--- config.mk ---
export PLATFORM = sky130hd
export DESIGN_NAME = mel_run_length_encoder_core
export DESIGN_NICKNAME = d
export VERILOG_FILES = /design/src/hw/rtl/mel_rle_pkg.sv /design/src/hw/rtl/mel_run_length_encoder_core.sv /design/src/hw/rtl/mel_rle_front.sv /design/src/hw/rtl/mel_rle_fifo.sv /design/src/hw/rtl/mel_rle_back.sv
export SDC_FILE = /design/constraint.sdc
export NUM_CORES = 1
export LEC_CHECK = 0
export BUFFER_PORTS_ARGS = -buffer_cell sky130_fd_sc_hd__clkbuf_2
export CORE_MARGIN = 2
export CORE_UTILIZATION = 57
export CTS_BUF_LIST = sky130_fd_sc_hd__clkbuf_4
export DETAILED_ROUTE_END_ITERATION = 6
export PLACE_DENSITY = 0.76
export SLEW_MARGIN = 20
export SYNTH_ARGS = -nofsm -noshare
export SYNTH_HDL_FRONTEND = slang
export SYNTH_SLANG_ARGS = --single-unit
--- constraint.sdc ---
create_clock -name clk_i -period 6.76 [get_ports clk_i]
set_input_delay 0.676 -clock clk_i [delete_from_list [all_inputs] [get_ports clk_i]]
set_output_delay 0.676 -clock clk_i [all_outputs]
set_load 0.03 [all_outputs]
--- src/hw/rtl/mel_rle_pkg.sv ---
// Package of the MEL run-length encoder: item types, queue entry and constants.
// No dependencies.
package mel_rle_pkg;

  localparam int CountW     = 24;
  localparam int QueueDepth = 4;
  localparam int QPtrW      = $clog2(QueueDepth);
  localparam int QCntW      = $clog2(QueueDepth + 1);

  localparam logic [3:0] MaxIndex = 4'd8;
  localparam logic [CountW-1:0] MaxBytesReset = {CountW{1'b1}};

  // request codes
  localparam logic ReqSymbol = 1'b0;
  localparam logic ReqFlush  = 1'b1;

  // threshold exponent per state index
  localparam logic [1:0] ExpTable [0:8] = '{2'd0, 2'd0, 2'd0, 2'd1, 2'd1,
                                             2'd2, 2'd2, 2'd3, 2'd3};

  typedef struct packed {
    logic req_type;
    logic sig;
  } in_item_t;

  typedef struct packed {
    logic [7:0]        data_byte;
    logic              has_byte;
    logic              is_last;
    logic              overflow;
    logic [CountW-1:0] total_bytes;
  } out_item_t;

  // job handed from packer to byte stage
  typedef struct packed {
    logic [7:0] data0;
    logic [7:0] data1;
    logic [1:0] nbytes;
    logic       flush;
  } job_t;

endpackage

--- src/hw/rtl/mel_run_length_encoder_core.sv ---
// Top level of the adaptive MEL run-length encoder.
// Depends on mel_rle_pkg, mel_rle_front, mel_rle_fifo, mel_rle_back.
//
//   channel | direction | handshake         | payload
//   --------+-----------+-------------------+-------------------------------
//   in      | sink      | valid_i / stall_o | in_item_t (req_type, sig)
//   out     | source    | valid_o / stall_i | out_item_t (byte, flags, count)
//   cfg     | sink      | valid_i / ready_o | max_bytes, 24 bit
//
// One item per cycle enters the packer while the job queue is not full; a
// symbol leaves at most one result, a flush up to two. The byte stage handles
// one job half per cycle while the output is not stalled, so a flush carrying
// two bytes holds it for both halves while the packer carries on. A result
// passes the job queue and then waits in the output register until taken.
// in_stall_o rises only when the four-entry job queue is full.
// Reset leaves all coding state at zero and max_bytes at its full value.
module mel_run_length_encoder_core (
  input  logic                              clk_i,
  input  logic                              rst_ni,
  input  logic                              in_valid_i,
  output logic                              in_stall_o,
  input  mel_rle_pkg::in_item_t             in_item_i,
  output logic                              out_valid_o,
  input  logic                              out_stall_i,
  output mel_rle_pkg::out_item_t            out_item_o,
  input  logic                              cfg_valid_i,
  output logic                              cfg_ready_o,
  input  logic [mel_rle_pkg::CountW-1:0]    cfg_data_i
);

  // byte limit register; the user must write it only while the block is idle, the block does not enforce it
  logic [mel_rle_pkg::CountW-1:0] max_bytes_q;

  // packer to queue
  logic              push;
  mel_rle_pkg::job_t job;
  logic              q_full;

  // queue to byte stage
  logic              head_valid;
  mel_rle_pkg::job_t head;
  logic              pop;

  assign cfg_ready_o = 1'b1;

  always_ff @(posedge clk_i or negedge rst_ni) begin
    if (!rst_ni) begin
      max_bytes_q <= mel_rle_pkg::MaxBytesReset;
    end else if (cfg_valid_i && cfg_ready_o) begin
      max_bytes_q <= cfg_data_i;
    end
  end

  // front: run counting, index adaptation and byte assembly
  mel_rle_front u_front (
    .clk_i      (clk_i),
    .rst_ni     (rst_ni),
    .in_valid_i (in_valid_i),
    .in_stall_o (in_stall_o),
    .in_item_i  (in_item_i),
    .push_o     (push),
    .job_o      (job),
    .q_full_i   (q_full)
  );

  // decoupling queue; a job holds every byte one item completes
  mel_rle_fifo u_fifo (
    .clk_i        (clk_i),
    .rst_ni       (rst_ni),
    .push_i       (push),
    .job_i        (job),
    .full_o       (q_full),
    .head_valid_o (head_valid),
    .head_o       (head),
    .pop_i        (pop)
  );

  // back: byte limit, sticky overflow and block end marker
  mel_rle_back u_back (
    .clk_i        (clk_i),
    .rst_ni       (rst_ni),
    .head_valid_i (head_valid),
    .head_i       (head),
    .pop_o        (pop),
    .max_bytes_i  (max_bytes_q),
    .out_valid_o  (out_valid_o),
    .out_stall_i  (out_stall_i),
    .out_item_o   (out_item_o)
  );

endmodule

--- src/hw/rtl/mel_rle_front.sv ---
// Front end of the MEL encoder: run tracking, state adaptation and bit packing.
// Depends on mel_rle_pkg.
module mel_rle_front (
  input  logic                  clk_i,
  input  logic                  rst_ni,
  input  logic                  in_valid_i,
  output logic                  in_stall_o,
  input  mel_rle_pkg::in_item_t in_item_i,
  output logic                  push_o,
  output mel_rle_pkg::job_t     job_o,
  input  logic                  q_full_i
);

  logic [3:0] idx_q, idx_d;
  logic [2:0] run_q, run_d;
  logic [7:0] acc_q, acc_d;
  logic [2:0] fill_q, fill_d;

  logic        accept;
  logic        is_flush;
  logic [1:0]  k;
  logic [2:0]  n;
  logic [3:0]  bits;
  logic [2:0]  run_inc;
  logic [2:0]  run_lim;
  logic [11:0] wide;
  logic [3:0]  total;
  logic [2:0]  rem;
  logic        done;
  logic [7:0]  cbyte;
  logic [7:0]  acc_n;
  logic [2:0]  fill_n;
  logic        pad;
  logic [7:0]  pad_byte;
  logic [2:0]  kmask;

  assign in_stall_o = q_full_i;
  assign accept     = in_valid_i && !q_full_i;
  assign is_flush   = (in_item_i.req_type == mel_rle_pkg::ReqFlush);
  assign k          = mel_rle_pkg::ExpTable[idx_q];
  assign kmask      = 3'((4'd1 << k) - 4'd1);
  assign run_inc    = run_q + 3'd1;
  assign run_lim    = 3'((4'd1 << k));

  // bits to append this item and the next run/index
  always_comb begin
    n     = 3'd0;
    bits  = 4'd0;
    run_d = run_q;
    idx_d = idx_q;
    if (is_flush) begin
      if (run_q != 3'd0) begin
        n    = {1'b0, k} + 3'd1;
        bits = {1'b0, run_q & kmask};
      end
      run_d = 3'd0;
      idx_d = 4'd0;
    end else if (!in_item_i.sig) begin
      if (run_inc == run_lim) begin
        n     = 3'd1;
        bits  = 4'd1;
        run_d = 3'd0;
        if (idx_q < mel_rle_pkg::MaxIndex) begin
          idx_d = idx_q + 4'd1;
        end
      end else begin
        run_d = run_inc;
      end
    end else begin
      n     = {1'b0, k} + 3'd1;
      bits  = {1'b0, run_q & kmask};
      run_d = 3'd0;
      if (idx_q != 4'd0) begin
        idx_d = idx_q - 4'd1;
      end
    end
  end

  // MSB-first packing; at most one byte completes
  always_comb begin
    wide  = ({4'd0, acc_q} << n) | {8'd0, bits};
    total = {1'b0, fill_q} + {1'b0, n};
    done  = (total >= 4'd8);
    rem   = done ? 3'(total - 4'd8) : total[2:0];
    cbyte = 8'(wide >> rem);
    acc_n = done ? (wide[7:0] & 8'((9'd1 << rem) - 9'd1)) : wide[7:0];
    fill_n = rem;
    pad      = is_flush && (fill_n != 3'd0);
    pad_byte = 8'(acc_n << (4'd8 - {1'b0, fill_n}));
  end

  always_comb begin
    job_o.flush  = is_flush;
    job_o.data0  = done ? cbyte : pad_byte;
    job_o.data1  = pad_byte;
    job_o.nbytes = {1'b0, done} + {1'b0, pad};
    acc_d        = is_flush ? 8'd0 : acc_n;
    fill_d       = is_flush ? 3'd0 : fill_n;
  end

  assign push_o = accept && (is_flush || done);

  always_ff @(posedge clk_i or negedge rst_ni) begin
    if (!rst_ni) begin
      idx_q  <= 4'd0;
      run_q  <= 3'd0;
      acc_q  <= 8'd0;
      fill_q <= 3'd0;
    end else if (accept) begin
      idx_q  <= idx_d;
      run_q  <= run_d;
      acc_q  <= acc_d;
      fill_q <= fill_d;
    end
  end

endmodule

--- src/hw/rtl/mel_rle_fifo.sv ---
// Short job queue between packer and byte stage.
// Depends on mel_rle_pkg.
module mel_rle_fifo (
  input  logic              clk_i,
  input  logic              rst_ni,
  input  logic              push_i,
  input  mel_rle_pkg::job_t job_i,
  output logic              full_o,
  output logic              head_valid_o,
  output mel_rle_pkg::job_t head_o,
  input  logic              pop_i
);

  mel_rle_pkg::job_t entries_q [mel_rle_pkg::QueueDepth];

  logic [mel_rle_pkg::QPtrW-1:0] wr_ptr_q, rd_ptr_q;
  logic [mel_rle_pkg::QCntW-1:0] cnt_q;

  assign full_o       = (cnt_q == mel_rle_pkg::QCntW'(mel_rle_pkg::QueueDepth));
  assign head_valid_o = (cnt_q != '0);
  assign head_o       = entries_q[rd_ptr_q];

  always_ff @(posedge clk_i) begin
    if (push_i) begin
      entries_q[wr_ptr_q] <= job_i;
    end
  end

  always_ff @(posedge clk_i or negedge rst_ni) begin
    if (!rst_ni) begin
      wr_ptr_q <= '0;
      rd_ptr_q <= '0;
      cnt_q    <= '0;
    end else begin
      if (push_i) begin
        wr_ptr_q <= wr_ptr_q + 1'b1;
      end
      if (pop_i) begin
        rd_ptr_q <= rd_ptr_q + 1'b1;
      end
      case ({push_i, pop_i})
        2'b10:   cnt_q <= cnt_q + 1'b1;
        2'b01:   cnt_q <= cnt_q - 1'b1;
        default: cnt_q <= cnt_q;
      endcase
    end
  end

endmodule

--- src/hw/rtl/mel_rle_back.sv ---
// Byte stage of the MEL encoder: byte limit, overflow, block count, output register.
// Depends on mel_rle_pkg.
module mel_rle_back (
  input  logic                                clk_i,
  input  logic                                rst_ni,
  input  logic                                head_valid_i,
  input  mel_rle_pkg::job_t                   head_i,
  output logic                                pop_o,
  input  logic [mel_rle_pkg::CountW-1:0]      max_bytes_i,
  output logic                                out_valid_o,
  input  logic                                out_stall_i,
  output mel_rle_pkg::out_item_t              out_item_o
);

  logic                           sub_q;
  logic [mel_rle_pkg::CountW-1:0] bw_q, bw_n;
  logic                           ovf_q, ovf_n;
  logic                           out_valid_q;
  mel_rle_pkg::out_item_t         out_q;

  logic       adv;
  logic [7:0] cur;
  logic       have;
  logic       tail;
  logic       blk_end;
  logic       pair_first;
  logic       emit;
  logic       has;
  logic [7:0] data;
  logic       last;

  assign adv = head_valid_i && (!out_valid_q || !out_stall_i);

  always_comb begin
    cur        = sub_q ? head_i.data1 : head_i.data0;
    have       = (head_i.nbytes > {1'b0, sub_q});
    tail       = sub_q || (head_i.nbytes <= 2'd1);
    blk_end    = head_i.flush && tail;
    pair_first = head_i.flush && !tail;
    emit = 1'b0;
    has  = 1'b0;
    data = 8'd0;
    bw_n = bw_q;
    ovf_n = ovf_q;
    if (have && !ovf_q) begin
      emit = 1'b1;
      if (bw_q < max_bytes_i) begin
        has  = 1'b1;
        data = cur;
        bw_n = bw_q + 1'b1;
      end else begin
        ovf_n = 1'b1;
      end
    end
    // an overflow on the first of two flush bytes ends the block there
    last = blk_end || (pair_first && ovf_n && !ovf_q);
    if (blk_end) begin
      emit = 1'b1;
    end
  end

  assign pop_o = adv && (tail || last);

  always_ff @(posedge clk_i) begin
    if (adv) begin
      out_q.data_byte   <= data;
      out_q.has_byte    <= has;
      out_q.is_last     <= last;
      out_q.overflow    <= ovf_n;
      out_q.total_bytes <= last ? bw_n : '0;
    end
  end

  always_ff @(posedge clk_i or negedge rst_ni) begin
    if (!rst_ni) begin
      sub_q       <= 1'b0;
      bw_q        <= '0;
      ovf_q       <= 1'b0;
      out_valid_q <= 1'b0;
    end else begin
      if (!out_valid_q || !out_stall_i) begin
        out_valid_q <= head_valid_i && emit;
      end
      if (adv) begin
        sub_q <= !pop_o;
        if (last) begin
          bw_q  <= '0;
          ovf_q <= 1'b0;
        end else begin
          bw_q  <= bw_n;
          ovf_q <= ovf_n;
        end
      end
    end
  end

  assign out_valid_o = out_valid_q;
  assign out_item_o  = out_q;

endmodule

==> results.toml, run 1 <==
[status]
status = "finished with violations"
violations = "DRC"

[global_routing]
grt_first_pass_wirelength_mm = 39.1
grt_pass1_vias = 7462
gr-total-overflow = 0
antenna_found_initial = 1
grt_max_degree = 77
track_usage_pct = 25.2

[logic_synthesis]
synth_cell_types = 85
synth_fp_nets = 1064
ys_async_sr_fraction_pct = 40.6
synth_seq_cells = 187
seq_area_frac_synth_pct = 49.9
ys.flop_type = "edfxtp_1"
synth_edf_count = 111
syn_area_sq_um = 10500
synth.avg_cell_area_sq_um = 10.8
synth-warning-count = 0
synth_cells = 981

[power]
leakagePower_nw = 4.58
ir_drop_mv = 0.316
cellPowerDensity_nw_per_um2 = 491
power_mw = 5.62

[floorplan]
dieArea_sq_um = 19600
die_h_microns = 140
rows = 49
coreArea_sq_um = 18100
initial_core_util_pct = 58.3
die_w_microns = 140
boundaryPins = 69

[sta]
drv_slew = 0
fin_crit_sh_pct = 93.6
final_hold_viol_count = 0
setup_ws_ps = 434
fmax_mhz = 158
finalCriticalPeriod_ps = 6330
finalSetupViolCount = 0
clock_skew_ps = 34.2
slew_headroom_pct = 33.1
tightest_slew_ps = 1000

[cts]
cts_hold_buf = 0
htreeDepth = 4
cts_inserted_buffers = 17
cts_buffer_depth = 2
cts_sinks = 187
clk_latency_ps = 580
ctsRootBufferMaster = "clkbuf_4"
cts_tree = "yes"
clk_pin_slew_ps = 160

[job]
cap_viol_max_count = 0

[worst_setup_path]
critPathCaptureType = "flop"
crit_type = "flop to flop"
cp.required_ps = 7160
critical_path_arrival_ps = 6730
start_kind = "flop"
path_max_fanout = 10

[routing]
drtIter0Drc = 1020
vias = 7871
drc = 8
firstDrtPassIters = 7
drt-total-wl_mm = 23.9
vias_per_cell = 6.17
final_antenna_net_count = 0
post_drt_wl_per_cell_microns = 18.7

[cells_and_area]
finalNetCount = 1116
seq_area_sq_um = 5270
syn_to_final_growth_pct = 8.39
multi_input_area_sq_um = 4800
final_cell_area_sq_um = 11400
num-fill-cells = 1387
drive_gt1_share_pct = 18.5

[placed_design]
dp_hpwl_mm = 16.5
placed_area_sq_um = 11100
dpl_worst_slack_ps = 217
port_buffers = 67
gp_congestion = 0.958

[worst_hold_path]
min-delay-path-class = "input pin to asynchronous set/reset pin"
[power by group]
group / switching (mW) / internal (mW)
registers: 0.165 / 1.67
logic: 2.03 / 1.08
clock network: 0.428 / 0.241
[synth_stat cells, drive strengths merged, types with 4 or more instances]
cell | count | share of area [%]
dfrtp | 52 | 12
buf | 18 | 0.84
o2bb2ai | 5 | 0.47
nor3 | 15 | 0.71
a21o | 11 | 0.78
nand3 | 26 | 1.3
and3 | 5 | 0.30
ha | 49 | 5.8
a211o | 4 | 0.33
a221oi | 5 | 0.42
xnor2 | 19 | 1.6
nor4 | 6 | 0.50
or2 | 4 | 0.24
inv | 71 | 2.5
nor2 | 73 | 2.6
nor2b | 6 | 0.36
and4 | 4 | 0.33
nand4 | 8 | 0.47
nand2b | 7 | 0.42
a22o | 10 | 0.83
o22ai | 12 | 0.71
o211ai | 5 | 0.36
a21oi | 56 | 2.8
nand2 | 92 | 3.3
mux4 | 22 | 4.7
a211oi | 9 | 0.81
a31oi | 9 | 0.53
o21ai | 69 | 3.3
or4 | 12 | 0.89
o31ai | 13 | 0.93
dfstp | 24 | 6.0
or3 | 12 | 0.76
clkbuf | 33 | 1.2
o21a | 11 | 0.78
mux2 | 8 | 0.89
xor2 | 11 | 0.91
mux2i | 19 | 1.8
edfxtp | 111 | 32
and2 | 10 | 0.59
[flip-flops by register name (all words and copies together), names as in the netlist]
| signal | cells |
|---|---|
| max_bytes_q | 24 |
| u_back.ovf_q | 1 |
| u_back.sub_q | 1 |
| u_front.run_q | 3 |
| u_back.out_item_o | 35 |
| u_front.idx_q | 4 |
| u_fifo.entries_q | 76 |
| u_back.bw_q | 24 |
| u_fifo.wr_ptr_q | 2 |
| u_back.out_valid_o | 1 |
| u_fifo.rd_ptr_q | 2 |
| u_front.acc_q | 8 |
| u_fifo.cnt_q | 3 |
| u_front.fill_q | 3 |
[worst paths after layout]
kind | start | endpoint | slack, ps | depth (start not counted)
worst min-delay path | rst_ni | u_front.idx_q[3] | 100 | 1
worst max register to register | u_front.idx_q[0] | u_fifo.entries_q[1][18] | 430 | 25
min in group clk_i | cfg_data_i[9] | max_bytes_q[9] | 300 | 3
worst min register to register | u_fifo.cnt_q[2] | u_fifo.cnt_q[2] | 510 | 1
max in group asynchronous | rst_ni | u_fifo.cnt_q[2] | 6130 | 1
worst max-delay path | u_front.idx_q[0] | u_fifo.entries_q[1][18] | 430 | 25
[cells in the final DEF (no fill, tap or decap), drive strengths merged, types with 26 or more instances in the layout]
cell	netlist	layout
ha	49	49
nand3	26	26
a21oi	56	56
nand2	92	92
nor2	73	73
edfxtp	111	111
clkbuf	33	83
inv	71	78
o21ai	69	69
dfrtp	52	52
[cell type report]
type	instances	share of cell area [%]
flip-flops and latches	187	46.1
multi-input cells	669	42.0
repair buffers	84	4.10
well taps	229	2.51
inverters	74	2.47
clock inverters	15	1.72
clock buffers	17	1.12
diodes	1	0.0219
[cell families after synthesis]
logic type,after synthesis,synth area share [%]
adders and majority gates,52,6.38
xor gates and xnor gates,31,2.72
muxes,49,7.39
AOI/OAI and AO/OA,246,15.3
other,1,0.0356
and+or+nand+nor,290,13.5
buffers and inverters,125,4.71
DFF,187,49.9
[routing by layer]
layer	global-route usage [%]	share of wire, %	wire length, microns	vias up
met2	39.5	46	11100	361
met3	3.62	7.1	1690	54
met4	8.08	2.2	532	0
met1	36.7	44	10600	3736
li1	-	-	-	3720
met5	0	0	0	-
[worst max-delay path: stages, from the launching register on]
cell and delay [ps]:
dfrtp_1 420, inv_1 110, ha_1 290, and2b_1 190
or3_1 430, inv_2 180, ha_1 180, xor3_1 460
nor4_4 430, a21oi_4 100, clkinv_4 130, ha_1 180
inv_1 60, fa_1 460, nand2_1 180, inv_1 150
ha_2 270, inv_1 120, ha_2 260, o21ai_0 120
xor2_1 160, a22o_1 270, o21a_1 190, a221o_1 340
a21oi_2 250, a2bb2oi_2 220
[metrics by stage]
stage / util [%] / instances / hold slack [ps] / setup TNS [ps]
after floorplan: - / 981 / 380 / 0
after global placement: 61.2 / 1240 / 480 / 0
after detailed placement: 61.2 / 1240 / 482 / 0
after CTS: 63.0 / 1272 / 234 / 0
after global routing: 63.2 / 1276 / 131 / -48.4
final: 63.2 / 1276 / 100 / 0
[repair_timing]
item,4_1_cts,5_1_grt
buffers inserted,0,3
setup endpoints to repair,0,40
resized for setup,0,4
Note: power is estimated with default switching activity, not from simulation.
==> run 2, diff against run 1 <==
--- a/config.mk
+++ b/config.mk
@@ -5,8 +5,8 @@
 export SDC_FILE = /design/constraint.sdc
 export NUM_CORES = 1
 export LEC_CHECK = 0
-export BUFFER_PORTS_ARGS = -buffer_cell sky130_fd_sc_hd__clkbuf_2
-export CORE_MARGIN = 2
+export BUFFER_PORTS_ARGS = -buffer_cell sky130_fd_sc_hd__buf_2
+export CORE_ASPECT_RATIO = 1.1
 export CORE_UTILIZATION = 57
 export CTS_BUF_LIST = sky130_fd_sc_hd__clkbuf_4
 export DETAILED_ROUTE_END_ITERATION = 6
==> results.toml, run 2 (same netlist as run 1, synthesis figures left out) <==
[status]
status = "completed"

[cells_and_area]
max_flop_register = "u_fifo.entries_q"
multi_input_area_sq_um = 4800
syn_to_final_growth_pct = 8.39
final_cell_mix = "111 x edfxtp_1, 92 x nand2_1, 71 x nor2_1"
finalNetCount = 1116
final_common_cell = "edfxtp_1"
final_cell_area_sq_um = 11400
finalNonFillerCells = 1285
largest_reg_flops = 76
seq_area_sq_um = 5270
drive_gt1_share_pct = 18.5
num-fill-cells = 1448

[cts]
clk_pin_slew_ps = 170
cts_tree = "yes"
cts_hold_buf = 0
cts_buffer_depth = 2
htreeDepth = 4
clk_latency_ps = 580
cts_sinks = 187
ctsRootBufferMaster = "clkbuf_4"
cts_inserted_buffers = 17

[sta]
fmax_mhz = 158
hold-worst-slack_ps = 110
clock_skew_ps = 30.5
fin_crit_sh_pct = 93.5
tns_ps = 0
finalCriticalPeriod_ps = 6320
tightest_slew_ps = 1030
slew_headroom_pct = 31.4
final_hold_viol_count = 0
finalSetupViolCount = 0
drv_slew = 0
rsz0062_at_grt = "false"

[routing]
drt-total-wl_mm = 23.9
vias_per_cell = 6.16
final_antenna_net_count = 0
post_drt_wl_per_cell_microns = 18.6
drc = 0
vias = 7921
firstDrtPassIters = 5
drtIter0Drc = 744

[placed_design]
port_buffers = 67
placed_area_sq_um = 11100
dp.cells = 1251
dp_hpwl_mm = 16.9
gp_congestion = 0.946

[worst_setup_path]
critical_path_arrival_ps = 6740
crit_type = "flop to flop"
path_max_fanout = 10
cp.required_ps = 7180
start_kind = "flop"
critPathCaptureType = "flop"

[floorplan]
die_w_microns = 132
initial_core_util_pct = 58.8
die_h_microns = 145
dieArea_sq_um = 19100
coreArea_sq_um = 17900
boundaryPins = 69
rows = 51

[global_routing]
gr-total-overflow = 0
grt_first_pass_wirelength_mm = 38.9
grt_max_degree = 77
track_usage_pct = 26.3
grt_pass1_vias = 7483
antenna_found_initial = 1

[worst_hold_path]
min-delay-path-class = "input pin to asynchronous set/reset pin"

[job]
cap_viol_max_count = 0

[power]
leakagePower_nw = 4.57
ir_drop_mv = 0.288
cellPowerDensity_nw_per_um2 = 491
-- run 2: changes by cell type in the layout (fill, tap and decap cells not counted), sizes merged --
cell,before,now
inv,78,81
clkinv,8,6
clkbuf,83,17
bufinv,2,1
buf,18,84
-- run 2: metrics by stage --
step                      power, mW  setup WS (ps)  utilization (%)
after global placement         4.89            578             61.9
after floorplan                4.14            434                -
after detailed placement       4.91            395             61.9
after CTS                      5.57            343             63.6
after global routing           6.00           27.1             63.8
final                          5.61            441             63.8
-- run 2: layer usage --
metal  track usage, %  up-vias  share of wire, %
li1                 -     3715                 -
met1             35.2     3819                43
met2             42.9      346                48
met3             5.40       41               7.1
met4             9.67        0               2.2
met5                0        -                 0
-- run 2: cell type report --
class,instances,area share (%)
Antenna cell,1,0.0219
Tap cell,238,2.60
Clock buffer,17,1.12
Sequential cell,187,46.1
Clock inverter,15,1.64
Inverter,74,2.47
Timing Repair Buffer,84,4.10
Multi-Input combinational cell,669,42.0
-- run 2: worst paths after layout --
kind | start | end | slack, ps | cells past startpoint
hold reg to reg | u_fifo.cnt_q[2] | u_fifo.cnt_q[2] | 520 | 1
setup / recovery | u_front.idx_q[0] | u_fifo.entries_q[0][18] | 440 | 25
hold / removal | rst_ni | u_front.acc_q[5] | 110 | 1
min in group clk_i | cfg_data_i[7] | max_bytes_q[7] | 290 | 3
setup reg to reg | u_front.idx_q[0] | u_fifo.entries_q[0][18] | 440 | 25
max in group asynchronous | rst_ni | u_fifo.rd_ptr_q[1] | 6150 | 1
-- run 2: repair_timing --
action                     in CTS  in global routing
setup endpoints to repair       0                 16
hold endpoints to repair        0                  0
gates resized for setup         0                  3
setup buffers                   0                  1
-- run 2: worst max-delay path, cell delays in order (launching register included) --
cell	delay (ps)
dfrtp_1	420
inv_1	120
ha_1	290
and2b_1	180
or3_1	430
inv_2	180
ha_1	170
xor3_1	460
nor4_4	440
a21oi_4	100
clkinv_4	130
ha_1	180
inv_1	60
fa_1	450
nand2_1	180
inv_1	90
ha_1	330
inv_1	150
ha_2	270
o21ai_0	130
xor2_1	160
a22o_1	260
o21a_1	190
a221o_1	330
a21oi_2	240
a2bb2oi_2	210
-- run 2: power by group --
group	internal, mW	leakage [nW]	switching, mW
logic	1.09	2.40	2.05
registers	1.67	2.01	0.160
clock network	0.213	0.169	0.440
total	2.97	4.57	2.65
==> run 3, diff against run 2 <==
--- a/config.mk
+++ b/config.mk
@@ -5,6 +5,7 @@
 export SDC_FILE = /design/constraint.sdc
 export NUM_CORES = 1
 export LEC_CHECK = 0
+export ABC_AREA = 1
 export BUFFER_PORTS_ARGS = -buffer_cell sky130_fd_sc_hd__buf_2
 export CORE_ASPECT_RATIO = 1.1
 export CORE_UTILIZATION = 57
@@ -15,3 +16,4 @@
 export SYNTH_ARGS = -nofsm -noshare
 export SYNTH_HDL_FRONTEND = slang
 export SYNTH_SLANG_ARGS = --single-unit
+export TNS_END_PERCENT = 5
==> results.toml, run 3 <==
[status]
status = "finished with violations"
violations = "DRC"

[worst_setup_path]
slowest_stage = "fa_1"
start_kind = "flop"
critical_path_arrival_ps = 6190
path_max_fanout = 13
slowest_delay_ps = 500
critPathCaptureType = "flop"
cp.required_ps = 7160
path_common_cell = "inv_1"
crit_type = "flop to flop"

[cts]
cts_sinks = 187
post_cts_buffers = 0
ctsRootBufferMaster = "clkbuf_4"
clk_pin_slew_ps = 170
clk_latency_ps = 590
cts_tree = "yes"
cts_inserted_buffers = 17
cts_hold_buf = 0
cts_buffer_depth = 2
htreeDepth = 4
ctsResizeCount = 0

[global_routing]
grt_max_degree = 77
grt_pass1_vias = 8097
antenna_found_initial = 1
track_usage_pct = 27.5
grt_first_pass_wirelength_mm = 40.8
gr-total-overflow = 0

[sta]
slew_headroom_pct = 33.9
finalSetupViolCount = 0
drv_slew = 0
tightest_slew_ps = 987
rsz0062_at_grt = "false"
tns_ps = 0
finalCriticalPeriod_ps = 5790
fmax_mhz = 173
clock_skew_ps = 32.0
final_hold_viol_count = 0
fin_crit_sh_pct = 85.6

[floorplan]
coreArea_sq_um = 17900
initial_core_util_pct = 58.6
boundaryPins = 69
dieArea_sq_um = 18900
die_h_microns = 144
die_w_microns = 131
rows = 51

[logic_synthesis]
synth.avg_cell_area_sq_um = 8.63
netlist_top_cells_count = "302 x nand2_1, 123 x inv_1, 115 x o21ai_0"
yosys.area.top_type_share_pct = 31.8
synth_cells = 1214
synthTopCellsByArea = "edfxtp_1 32%, dfrtp_1 12%, nand2_1 11%, dfstp_2 6.0%, ha_1 5.9%"
seq_area_frac_synth_pct = 50.3
ys_async_sr_fraction_pct = 40.6
synth_edf_count = 111
synth_seq_cells = 187
synth_cell_types = 52
yosys.area.top_type = "edfxtp_1"
ys.flop_type = "edfxtp_1"
yosysMostFrequentCell = "nand2_1"
synth_fp_nets = 1297
synth-warning-count = 0
syn_area_sq_um = 10500

[routing]
drtIter0Drc = 814
firstDrtPassIters = 7
vias_per_cell = 5.69
final_antenna_net_count = 0
drt-total-wl_mm = 24.9
vias = 8668
drc = 4
post_drt_wl_per_cell_microns = 16.3

[cells_and_area]
syn_to_final_growth_pct = 8.21
multi_input_area_sq_um = 4530
final_cell_mix = "302 x nand2_1, 122 x inv_1, 115 x o21ai_0"
finish.utilization_pct = 63.4
finalNetCount = 1355
num-fill-cells = 1541
seq_area_sq_um = 5270
max_flop_register = "u_fifo.entries_q"
final_common_cell = "nand2_1"
drive_gt1_share_pct = 13.1
largest_reg_flops = 76

[placed_design]
port_buffers = 67
gp_congestion = 0.927
dp_hpwl_mm = 17.7

[job]
cap_viol_max_count = 0

[worst_hold_path]
min-delay-path-class = "input pin to asynchronous set/reset pin"
run 3: cell families after synthesis:
kind of cell    after synthesis  share of synthesized area, %
xor+xnor                     21                          1.76
flops                       187                          50.3
compound gates              205                          11.1
other cells                   1                        0.0358
simple gates                575                          24.0
buf+inv                     173                          6.51
fa+ha+maj                    52                          6.43
run 3: final timing paths:
path / from / endpoint / slack, ps / cells past startpoint
worst max-delay path: u_front.idx_q[0] / u_fifo.entries_q[1][14] / 970 / 27
worst min-delay path: rst_ni / u_back.bw_q[8] / 220 / 1
max in group asynchronous: rst_ni / u_back.bw_q[17] / 5880 / 1
worst min register to register: max_bytes_q[0] / max_bytes_q[0] / 500 / 2
min in group clk_i: cfg_data_i[5] / max_bytes_q[5] / 280 / 3
worst max register to register: u_front.idx_q[0] / u_fifo.entries_q[1][14] / 970 / 27
run 3: through the flow:
| step | instances | instance area, sq um | hold WS [ps] | worst slack [ps] |
|---|---|---|---|---|
| floorplan | 1214 | 10500 | 380 | 2010 |
| global placement | 1491 | 11000 | 471 | 1410 |
| detailed placement | 1491 | 11000 | 483 | 1120 |
| CTS | 1523 | 11300 | 215 | 1040 |
| global route | 1524 | 11300 | 240 | 366 |
| finish | 1524 | 11300 | 219 | 974 |
run 3: final cells by class:
type	count	area share, %
flip-flops and latches	187	46.4
multi-input cells	854	40.0
inverters	129	4.29
repair buffers	83	4.04
well taps	238	2.63
clock inverters	15	1.49
clock buffers	17	1.13
diodes	1	0.0221
run 3: worst max-delay path, delay by kind of cell (launching register included):
kind	cells	cell delay, ps
flip-flops	1	420
AO/OA/AOI/OAI	3	940
adder cells (fa/ha/maj)	7	1910
AND/OR/NAND/NOR	10	1660
buffers and inverters	7	640
run 3: metal layers:
layer / share of wire, % / routed length, microns / global-route usage, % / vias up
li1: - / - / - / 4224
met1: 46 / 11300 / 37.7 / 4083
met2: 46 / 11500 / 45.0 / 324
met3: 6.5 / 1610 / 4.52 / 37
met4: 1.8 / 436 / 8.69 / 0
met5: 0 / 0 / 0 / -
Power of run 3 is left out: the tool's default activity adds up to more than one toggle a clock period on the data nets, which glitch-free logic cannot reach.
